**src/design/gbcc_pkg.sv**
```systemverilog
// Shared types, coin table and defaults for the bounded-supply greedy coin splitter.
package gbcc_pkg;

  localparam int COIN_KINDS = 6;
  localparam int CNT_W      = 20;
  localparam int AMT_W      = 20;

  localparam int DEF_NUM_COINS   = 6;
  localparam int DEF_AMOUNT_BITS = 20;

  // Denominations, smallest first
  localparam int COIN_DENOM [COIN_KINDS] = '{1, 2, 5, 10, 25, 50};

  typedef logic [COIN_KINDS-1:0][CNT_W-1:0] cnt_arr_t;

  // Per-request side data that rides along the coin stages
  typedef struct packed {
    cnt_arr_t avail;
    cnt_arr_t used;
  } carry_t;

  typedef struct packed {
    logic [AMT_W-1:0] amount;
    logic [CNT_W-1:0] avail_1c;
    logic [CNT_W-1:0] avail_2c;
    logic [CNT_W-1:0] avail_5c;
    logic [CNT_W-1:0] avail_10c;
    logic [CNT_W-1:0] avail_25c;
    logic [CNT_W-1:0] avail_50c;
  } in_t;

  typedef struct packed {
    logic [19:0] use_1c;
    logic [18:0] use_2c;
    logic [17:0] use_5c;
    logic [16:0] use_10c;
    logic [15:0] use_25c;
    logic [14:0] use_50c;
    logic        split_ok;
  } out_t;

endpackage

```
**src/design/gbcc_coin.sv**
```systemverilog
// Two-stage pipeline slice for one denomination: quotient, then bounded take and subtract.
module gbcc_coin #(
  parameter int REST_W   = 20,
  parameter int COIN_IDX = 0
) (
  input  logic                clk,
  input  logic                rst_n,
  input  logic                adv,
  input  logic                in_valid,
  input  logic [REST_W-1:0]   in_rest,
  input  gbcc_pkg::carry_t    in_carry,
  output logic                out_valid,
  output logic [REST_W-1:0]   out_rest,
  output gbcc_pkg::carry_t    out_carry
);

  localparam int D  = gbcc_pkg::COIN_DENOM[COIN_IDX];
  localparam int L  = $clog2(D);
  localparam int S  = REST_W + L;
  localparam int PW = 2*REST_W + 8;
  // ceil(2^S / D) gives an exact quotient for every REST_W-bit value
  localparam logic [63:0] RECIP64 = ((64'd1 << S) + 64'(D) - 64'd1) / 64'(D);
  localparam logic [PW-1:0] RECIP = RECIP64[PW-1:0];
  localparam logic [PW-1:0] DVAL  = PW'(D);

  // Stage A: quotient by reciprocal multiply
  logic                 va_r;
  logic [REST_W-1:0]    rest_a_r;
  gbcc_pkg::carry_t     car_a_r;
  logic [REST_W-1:0]    quo_r;
  logic [PW-1:0]        prod_a;
  logic [REST_W-1:0]    quo_nxt;

  assign prod_a  = PW'(in_rest) * RECIP;
  assign quo_nxt = prod_a[S +: REST_W];

  always_ff @(posedge clk) begin
    if (!rst_n) begin
      va_r <= 1'b0;
    end else if (adv) begin
      va_r <= in_valid;
    end
  end

  always_ff @(posedge clk) begin
    if (adv) begin
      rest_a_r <= in_rest;
      car_a_r  <= in_carry;
      quo_r    <= quo_nxt;
    end
  end

  // Stage B: clamp to the supply and subtract the coins taken
  logic                        vb_r;
  logic [REST_W-1:0]           rest_b_r;
  gbcc_pkg::carry_t            car_b_r;
  logic [gbcc_pkg::CNT_W-1:0]  have;
  logic [gbcc_pkg::CNT_W-1:0]  quo_ext;
  logic [gbcc_pkg::CNT_W-1:0]  take;
  logic [PW-1:0]               spent;
  logic [REST_W-1:0]           rest_b_nxt;
  gbcc_pkg::carry_t            car_b_nxt;

  always_comb begin
    have    = car_a_r.avail[COIN_IDX];
    quo_ext = gbcc_pkg::CNT_W'(quo_r);
    take    = (quo_ext > have) ? have : quo_ext;
    // take never exceeds the quotient, so it fits REST_W bits
    spent      = PW'(take[REST_W-1:0]) * DVAL;
    rest_b_nxt = rest_a_r - spent[REST_W-1:0];
    car_b_nxt  = car_a_r;
    car_b_nxt.used[COIN_IDX] = take;
  end

  always_ff @(posedge clk) begin
    if (!rst_n) begin
      vb_r <= 1'b0;
    end else if (adv) begin
      vb_r <= va_r;
    end
  end

  always_ff @(posedge clk) begin
    if (adv) begin
      rest_b_r <= rest_b_nxt;
      car_b_r  <= car_b_nxt;
    end
  end

  assign out_valid = vb_r;
  assign out_rest  = rest_b_r;
  assign out_carry = car_b_r;

endmodule

```
**src/design/greedy_bounded_coin_change.sv**
```systemverilog
// Top level of the bounded-supply greedy coin splitter.
// Splits an amount over coins of 50, 25, 10, 5, 2 and 1, largest first, taking
// floor(rest / value) coins of each but never more than the supplied count.
// Only the NUM_COINS smallest coins take part (at most six); the rest report
// zero. The amount is cut to min(AMOUNT_BITS, 20) bits. Each coin is a two-stage
// slice (reciprocal-multiply quotient, then clamp and subtract), and a new request
// is taken every cycle unless the output stalls. The whole pipeline holds while a
// result is stalled at the output.
module greedy_bounded_coin_change #(
  parameter int NUM_COINS   = gbcc_pkg::DEF_NUM_COINS,
  parameter int AMOUNT_BITS = gbcc_pkg::DEF_AMOUNT_BITS
) (
  input  logic           clk,
  input  logic           rst_n,
  input  logic           in_valid,
  output logic           in_stall,
  input  gbcc_pkg::in_t  in_data,
  output logic           out_valid,
  input  logic           out_stall,
  output gbcc_pkg::out_t out_data
);

  localparam int NC     = (NUM_COINS > gbcc_pkg::COIN_KINDS) ? gbcc_pkg::COIN_KINDS
                                                             : NUM_COINS;
  localparam int REST_W = (AMOUNT_BITS < gbcc_pkg::AMT_W) ? AMOUNT_BITS : gbcc_pkg::AMT_W;

  logic                           adv;
  logic [NC:0]                    vld_s;
  logic [NC:0][REST_W-1:0]        rest_s;
  gbcc_pkg::carry_t [NC:0]        car_s;

  // Hold every stage while the finished result waits; refuse requests in reset
  assign adv      = !(out_valid && out_stall);
  assign in_stall = !adv || !rst_n;

  assign vld_s[0]       = in_valid;
  assign rest_s[0]      = in_data.amount[REST_W-1:0];
  assign car_s[0].used  = '0;
  assign car_s[0].avail = {in_data.avail_50c, in_data.avail_25c, in_data.avail_10c,
                           in_data.avail_5c, in_data.avail_2c, in_data.avail_1c};

  // Largest active coin first
  for (genvar j = 0; j < NC; j++) begin : g_coin
    gbcc_coin #(
      .REST_W   (REST_W),
      .COIN_IDX (NC - 1 - j)
    ) u_coin (
      .clk       (clk),
      .rst_n     (rst_n),
      .adv       (adv),
      .in_valid  (vld_s[j]),
      .in_rest   (rest_s[j]),
      .in_carry  (car_s[j]),
      .out_valid (vld_s[j+1]),
      .out_rest  (rest_s[j+1]),
      .out_carry (car_s[j+1])
    );
  end

  assign out_valid = vld_s[NC];

  always_comb begin
    out_data.use_1c   = car_s[NC].used[0][19:0];
    out_data.use_2c   = car_s[NC].used[1][18:0];
    out_data.use_5c   = car_s[NC].used[2][17:0];
    out_data.use_10c  = car_s[NC].used[3][16:0];
    out_data.use_25c  = car_s[NC].used[4][15:0];
    out_data.use_50c  = car_s[NC].used[5][14:0];
    out_data.split_ok = (rest_s[NC] == '0);
  end

endmodule
```
**config.mk**
```make
export PLATFORM = sky130hd
export DESIGN_NAME = greedy_bounded_coin_change
export DESIGN_NICKNAME = d
export VERILOG_FILES = /design/src/design/gbcc_pkg.sv /design/src/design/gbcc_coin.sv /design/src/design/greedy_bounded_coin_change.sv
export SDC_FILE = /design/constraint.sdc
export NUM_CORES = 2
export LEC_CHECK = 0
export ABC_AREA = 0
export ABC_CLOCK_PERIOD_IN_PS = 125700
export BUFFER_PORTS_ARGS = -buffer_cell sky130_fd_sc_hd__buf_2
export CORE_ASPECT_RATIO = 1.25
export CORE_UTILIZATION = 25
export DETAILED_ROUTE_END_ITERATION = 10
export PLACE_DENSITY = 0.37
export SLEW_MARGIN = 10
export SYNTH_ARGS = -nofsm -noshare
export SYNTH_HDL_FRONTEND = slang
export SYNTH_SLANG_ARGS = --single-unit
export TNS_END_PERCENT = 5
```
**constraint.sdc**
```tcl
create_clock -name clk -period 125.7 [get_ports clk]
set_input_delay 37.71 -clock clk [delete_from_list [all_inputs] [get_ports clk]]
set_output_delay 37.71 -clock clk [all_outputs]
set_load 0.005 [all_outputs]
```
======== Yosys cells after proc, flatten, opt, wreduce, memory -nomap -nowiden ========
Cells that the tools add are included.
cells by class
  mux-type cells .......................... 6
  add/subtract/negate cells ............... 6
  magnitude comparators ................... 6
  reduce and logical (&&, ||, !) cells .... 4
  $mul .................................... 8
operators by type and width
  cell                      number
  $mul A20 B20 Y40 const B  4
  $sub A20 B20 Y20          6
  $mux W20                  5
  $gt A15 B20 Y1            1
  $gt A16 B20 Y1            1
  $gt A17 B20 Y1            1
  $gt A18 B20 Y1            1
  $gt A19 B20 Y1            1
  $gt A20 B20 Y1            1
  $logic_not A20 Y1         1
  $mul A20 B3 Y19 const B   1
  $mul A20 B3 Y20 const B   1
  $mul A20 B5 Y19 const B   1
  $mul A20 B5 Y20 const B   1
  $mux W19                  1
  $logic_and A1 B1 Y1       1
  $logic_not A1 Y1          1
  $logic_or A1 B1 Y1        1
word-level totals
  flip-flop bits (word level) ............. 1652
  output and inout bits ................... 108
  input bits .............................. 144
  logic and storage cells ................. 131

======== Longest topological paths before layout ========
  depth after elaboration ................. 4
  depth in mapped cells ................... 37
  depth with buffers taken out ............ 37

======== By module ========
Synthesis repeated with hierarchy kept, for this count alone.
unflattened totals
  cells, all modules ...................... 7693
  area, all modules ....................... 134641.6 um^2
modules (own cells, without submodules)
  module                        instances  cells an instance  area an instance (um^2)  sequential area each (um^2)
  gbcc_coin (g_coin[1].u_coin)  1          1647               25802.2                  15534.9
  gbcc_coin (g_coin[0].u_coin)  1          1488               25166.6                  15504.9
  gbcc_coin (g_coin[3].u_coin)  1          1524               25031.5                  15595.0
  gbcc_coin (g_coin[2].u_coin)  1          1517               24928.9                  15564.9
  gbcc_coin (g_coin[5].u_coin)  1          755                16923.7                  15054.4
  gbcc_coin (g_coin[4].u_coin)  1          751                16733.5                  15054.4
  greedy_bounded_coin_change    1          11                 55.1                     0.0

======== Worst setup path after synthesis ========
Ideal clock, no wire load.
  path type ............................... input port to output port
  start ................................... input port out_stall
  end ..................................... output port in_stall
  path buffers ............................ 1
  required time ........................... 87.990 ns
  arrival ................................. 83.817 ns
  stages .................................. 4
  setup slack ............................. 4.173 ns
  path through ............................ and2_1 > inv_1 > clkbuf_1 > nand2_1
on the way
  longest elaborated chain between the ends .. 2
RTL lines
  item                 line                              RTL
  from (decl)          greedy_bounded_coin_change.sv:19  input logic out_stall,
  $logic_and A1 B1 Y1  greedy_bounded_coin_change.sv:33  assign adv = !(out_valid && out_stall);
  $logic_or A1 B1 Y1   greedy_bounded_coin_change.sv:34  assign in_stall = !adv || !rst_n;
  to (decl)            greedy_bounded_coin_change.sv:16  output logic in_stall,
No other way between the ends.

======== Worst setup path after layout ========
Same ends and word-level chain as after synthesis.

==> flow_results.org <==
** Global route
- Global routing finished with a remaining overflow of 0.
- The number of global-route vias before repair was 49812.
- Initial antenna violation count :: 13
- First-pass GRT wire length :: 295200 µm
- Total global routing track utilization :: 0.1065
- Pin count of the biggest net entering global routing :: 166

** Clock tree
- CTS tree :: built
- In this run, post-CTS hold repair placed 0 buffers.
- Post-CTS timing repair inserted 0 buffers for setup.
- Clock root cell :: sky130_fd_sc_hd__clkbuf_16
- The clock tree synthesis step divided the H-tree into 4 levels.
- Latest clock arrival within the worst-skew pair :: 0.88 ns
- Longest Clk Path Bufs :: 4
- Register clock-pin slew on the reported worst setup and hold paths :: 0.06 ns
- In this run, post-CTS repair resized a total of 0 instances.
- Number of sinks on the clock net :: 1633
- Number of buffers created by CTS :: 190

** Critical path
- Together, buffers and inverters on the worst path number 3.
- At the worst endpoint, the arrival time is 39.13 ns.
- The worst setup path is of the input port to output pin kind.
- Critical path's top delay family :: buffers and inverters
- CP max FO :: 135
- Critical-path cell list :: buf_2 > and2_1 > inv_8 > nand2_1 > buf_2
- Reg2Reg Setup Slack :: 117.22 ns
- On the worst path, the slowest cell contributes a delay of 0.68 ns.
- Startpoint type of the worst setup path :: input port
- Slowest cell on crit path :: sky130_fd_sc_hd__inv_8
- Tracing the worst setup path back leads to its startpoint at out_stall.
- At the worst endpoint, the required time is 87.99 ns.
- Most common cell type on the critical path :: sky130_fd_sc_hd__buf_2
- The worst setup path is captured at an output pin.
- The startpoint identified for the worst register-to-register timing path is g_coin[0].u_coin.have[1].

** Logic synthesis
- Combinational family with the most area after synthesis :: adder cells
- Warnings from Yosys :: 0
- Synthesized flop and latch total :: 1633
- FFs w/ async S/R, synth :: 0
- Of the total synthesized cell area, the portion taken by XOR and XNOR cells is 0.01788.
- Yosys mapped a number of flops with a built-in enable equal to 1621.
- Each instance of the synthesized netlist takes up on average 14.60 µm².
- The cell area that synthesis handed to floorplanning was 90120 µm².
- Simple-Gate Fraction of Synth Area :: 0.02930
- Counting every instance in the synthesized netlist gives 6173.
- The portion of synthesized area spent on multiplexers is 0.001125.
- Among all flip-flop cells after synthesis, the most frequent one is sky130_fd_sc_hd__edfxtp_1.
- For this run, the register share of the synthesized area comes to 0.5428.
- The synthesized-area fraction occupied by ao, oa, aoi and oai cells came to 0.04321.
- Share of synthesized cell area in full adder, half adder and majority cells :: 0.3047
- The number of different library cells used by synthesis comes to 71.

** Floorplanning
- Core Rows :: 246
- Die X :: 539.0 µm
- Full die area :: 362900 µm²
- Starting utilization of the core area :: 0.2511
- Total core area :: 358900 µm²
- The floorplan step set the die height to 673.3 µm.
- IO Count :: 252

** Placement
- Routability-driven placement congestion ratio :: 0.7851
- In this run the tool buffered the top-level ports with 251 buffer cells.
- Post-DP HPWL :: 143900 µm
- Before CTS, the worst setup slack after placement is 48.75 ns.

** Min path
- The tightest min-delay check is of the flop to flop type.
- Start point of the worst hold path :: g_coin[4].u_coin.car_a_r[76]

** Cells and area
- Ratio of cells with drive above 1 in the final layout :: 0.09129
- Layout Area Growth over Synthesis :: 14.43%
- In the final design database the tool counted 8505 nets.

** Route
- After detailed routing, the average wire length per cell comes to 16.78 µm.
- The routed design uses 6182 µm of met3 wire.
- After detailed routing, no signal wire sits above met4.
- The detail route stage leaves a number of antenna-violating nets equal to 0.
- DRC Markers :: 0
- Via-to-Cell Ratio :: 3.947
- For this block, wires on met1 add up to 80140 µm.
- For this block, the routed nets add up to 191400 µm of wire.
- Across all layers, the routed design uses 45030 vias.
- Number of DRC violations after detailed-routing iteration 0 :: 1918
- Met2 wire length :: 98260 µm
- The first detailed-routing pass ran for 4 iterations.

** STA
- The final number of max-transition violations was 0.
- Highest clock frequency the design can meet :: 13.01 MHz
- Final cycle utilization of the critical path :: 0.6113
- Hold Worst Slack :: 0.3535 ns
- Measured against its own limit, the worst slew margin works out to 0.2084.
- Final hold violations :: 0
- Transition at the pin with the smallest max-transition slack :: 1.175 ns
- Setup Skew :: 0.08185 ns
- Setup violations remaining at the end of the flow were counted as 0.
- Final WS setup :: 48.86 ns
- Setup repair after global routing left no endpoint under its margin.
- Post-Route Setup TNS :: 0 ns
- Time the worst path needs with I/O delays and setup :: 76.84 ns

** Run
- Number of max-cap violations :: 0

** Outcome
- The run finished with clean final reports.
[per-stage QoR]
step,area [µm²],util,instances
finish,103100,0.2873,11408
global route,103100,0.2873,11406
CTS,103100,0.2873,11405
detailed placement,96900,0.2700,11065
global placement,96900,0.2700,11065
floorplan,90140,-,6179
[worst paths after layout]
check	to	cells after the start
setup reg to reg	g_coin[0].u_coin.out_rest[19]	37
setup / recovery	in_stall	5
hold / removal	g_coin[4].u_coin.out_carry[76]	0
hold reg to reg	g_coin[4].u_coin.out_carry[76]	0
[registers in the layout, indices dropped and copies added (netlist names)]
name and count:
g_coin.u_coin.quo_ext 66, g_coin.u_coin.out_valid 6, g_coin.u_coin.va_r 6, g_coin.u_coin.out_carry 650, g_coin.u_coin.have 120, g_coin.u_coin.car_a_r 545
g_coin.u_coin.out_rest 120, g_coin.u_coin.rest_a_r 120
[cell usage in the layout (no fill, tap or decap), drive strengths merged, types with 5 or more instances in the layout]
cell,Yosys,final
a2111oi,5,5
a211oi,11,11
a21boi,34,34
a21o,85,85
a21oi,172,172
a221oi,10,10
a41o,5,5
and3,12,12
buf,105,302
bufinv,0,21
clkbuf,23,217
clkinv,0,80
clkinvlp,0,12
conb,2,8
dfxtp,12,12
edfxtp,1621,1621
fa,631,631
ha,1185,1185
inv,1229,1239
mux2,6,6
nand2,147,147
nand2b,24,24
nand3,30,30
nand4,27,27
nor2,191,191
nor2b,40,40
nor3,51,51
nor4,9,9
o211ai,7,7
o21a,52,52
o21ai,144,144
o21bai,23,23
o31a,7,7
o31ai,8,8
or2,9,9
or3,15,15
xnor2,135,135
xor2,49,49
[cells in the mapped netlist, drive strengths merged, types with 5 or more instances]
cell type,instances,area (µm²)
or3,15,93.84
xor2,49,429.2
nor3,51,255.2
dfxtp,12,240.2
buf,105,788.3
nand2,147,551.8
nand4,27,168.9
edfxtp,1621,48680
nor2,191,716.9
nor2b,40,250.2
nand2b,24,150.1
clkbuf,23,86.33
fa,631,12630
or2,9,56.31
o31ai,8,65.06
a41o,5,50.05
a21o,85,638.1
o31a,7,61.31
ha,1185,14830
o21ai,144,728.2
a21boi,34,255.2
nand3,30,150.1
a221oi,10,105.1
and3,12,75.07
xnor2,135,1182
o211ai,7,52.55
a2111oi,5,62.56
a21oi,172,864.6
o21a,52,390.4
o21bai,23,172.7
a211oi,11,92.58
nor4,9,56.30
inv,1229,4613
mux2,6,71.31
[final cells by class]
cell class	instances	area [µm²]
Multi-Input combinational cell	3189	35780
Clock buffer	217	4898
Antenna cell	3	7.507
Inverter	1229	4621
Sequential cell	1633	48920
Timing Repair Buffer	302	1689
Clock inverter	123	1316
Tap cell	4712	5896
Fill cell	36369	255800
[per-layer routing]
layer | up-vias | track usage
met4 | 0 | 0.03754
met1 | 22190 | 0.1260
li1 | 21959 | -
met2 | 583 | 0.1941
met5 | - | 0
met3 | 298 | 0.01625
[cell families (layout without fill, tap and decap cells)]
family | Yosys count | in the layout
flip-flops | 1633 | 1633
other | 2 | 11
XOR/XNOR | 184 | 184
AO/OA/AOI/OAI | 603 | 603
buffers and inverters | 1357 | 1871
AND/OR/NAND/NOR | 569 | 569
adder cells (fa/ha/maj) | 1816 | 1816
multiplexers | 9 | 9
Power is not shown: default switching activity piles up to over one toggle a cycle in this logic, so the estimate is an artifact.
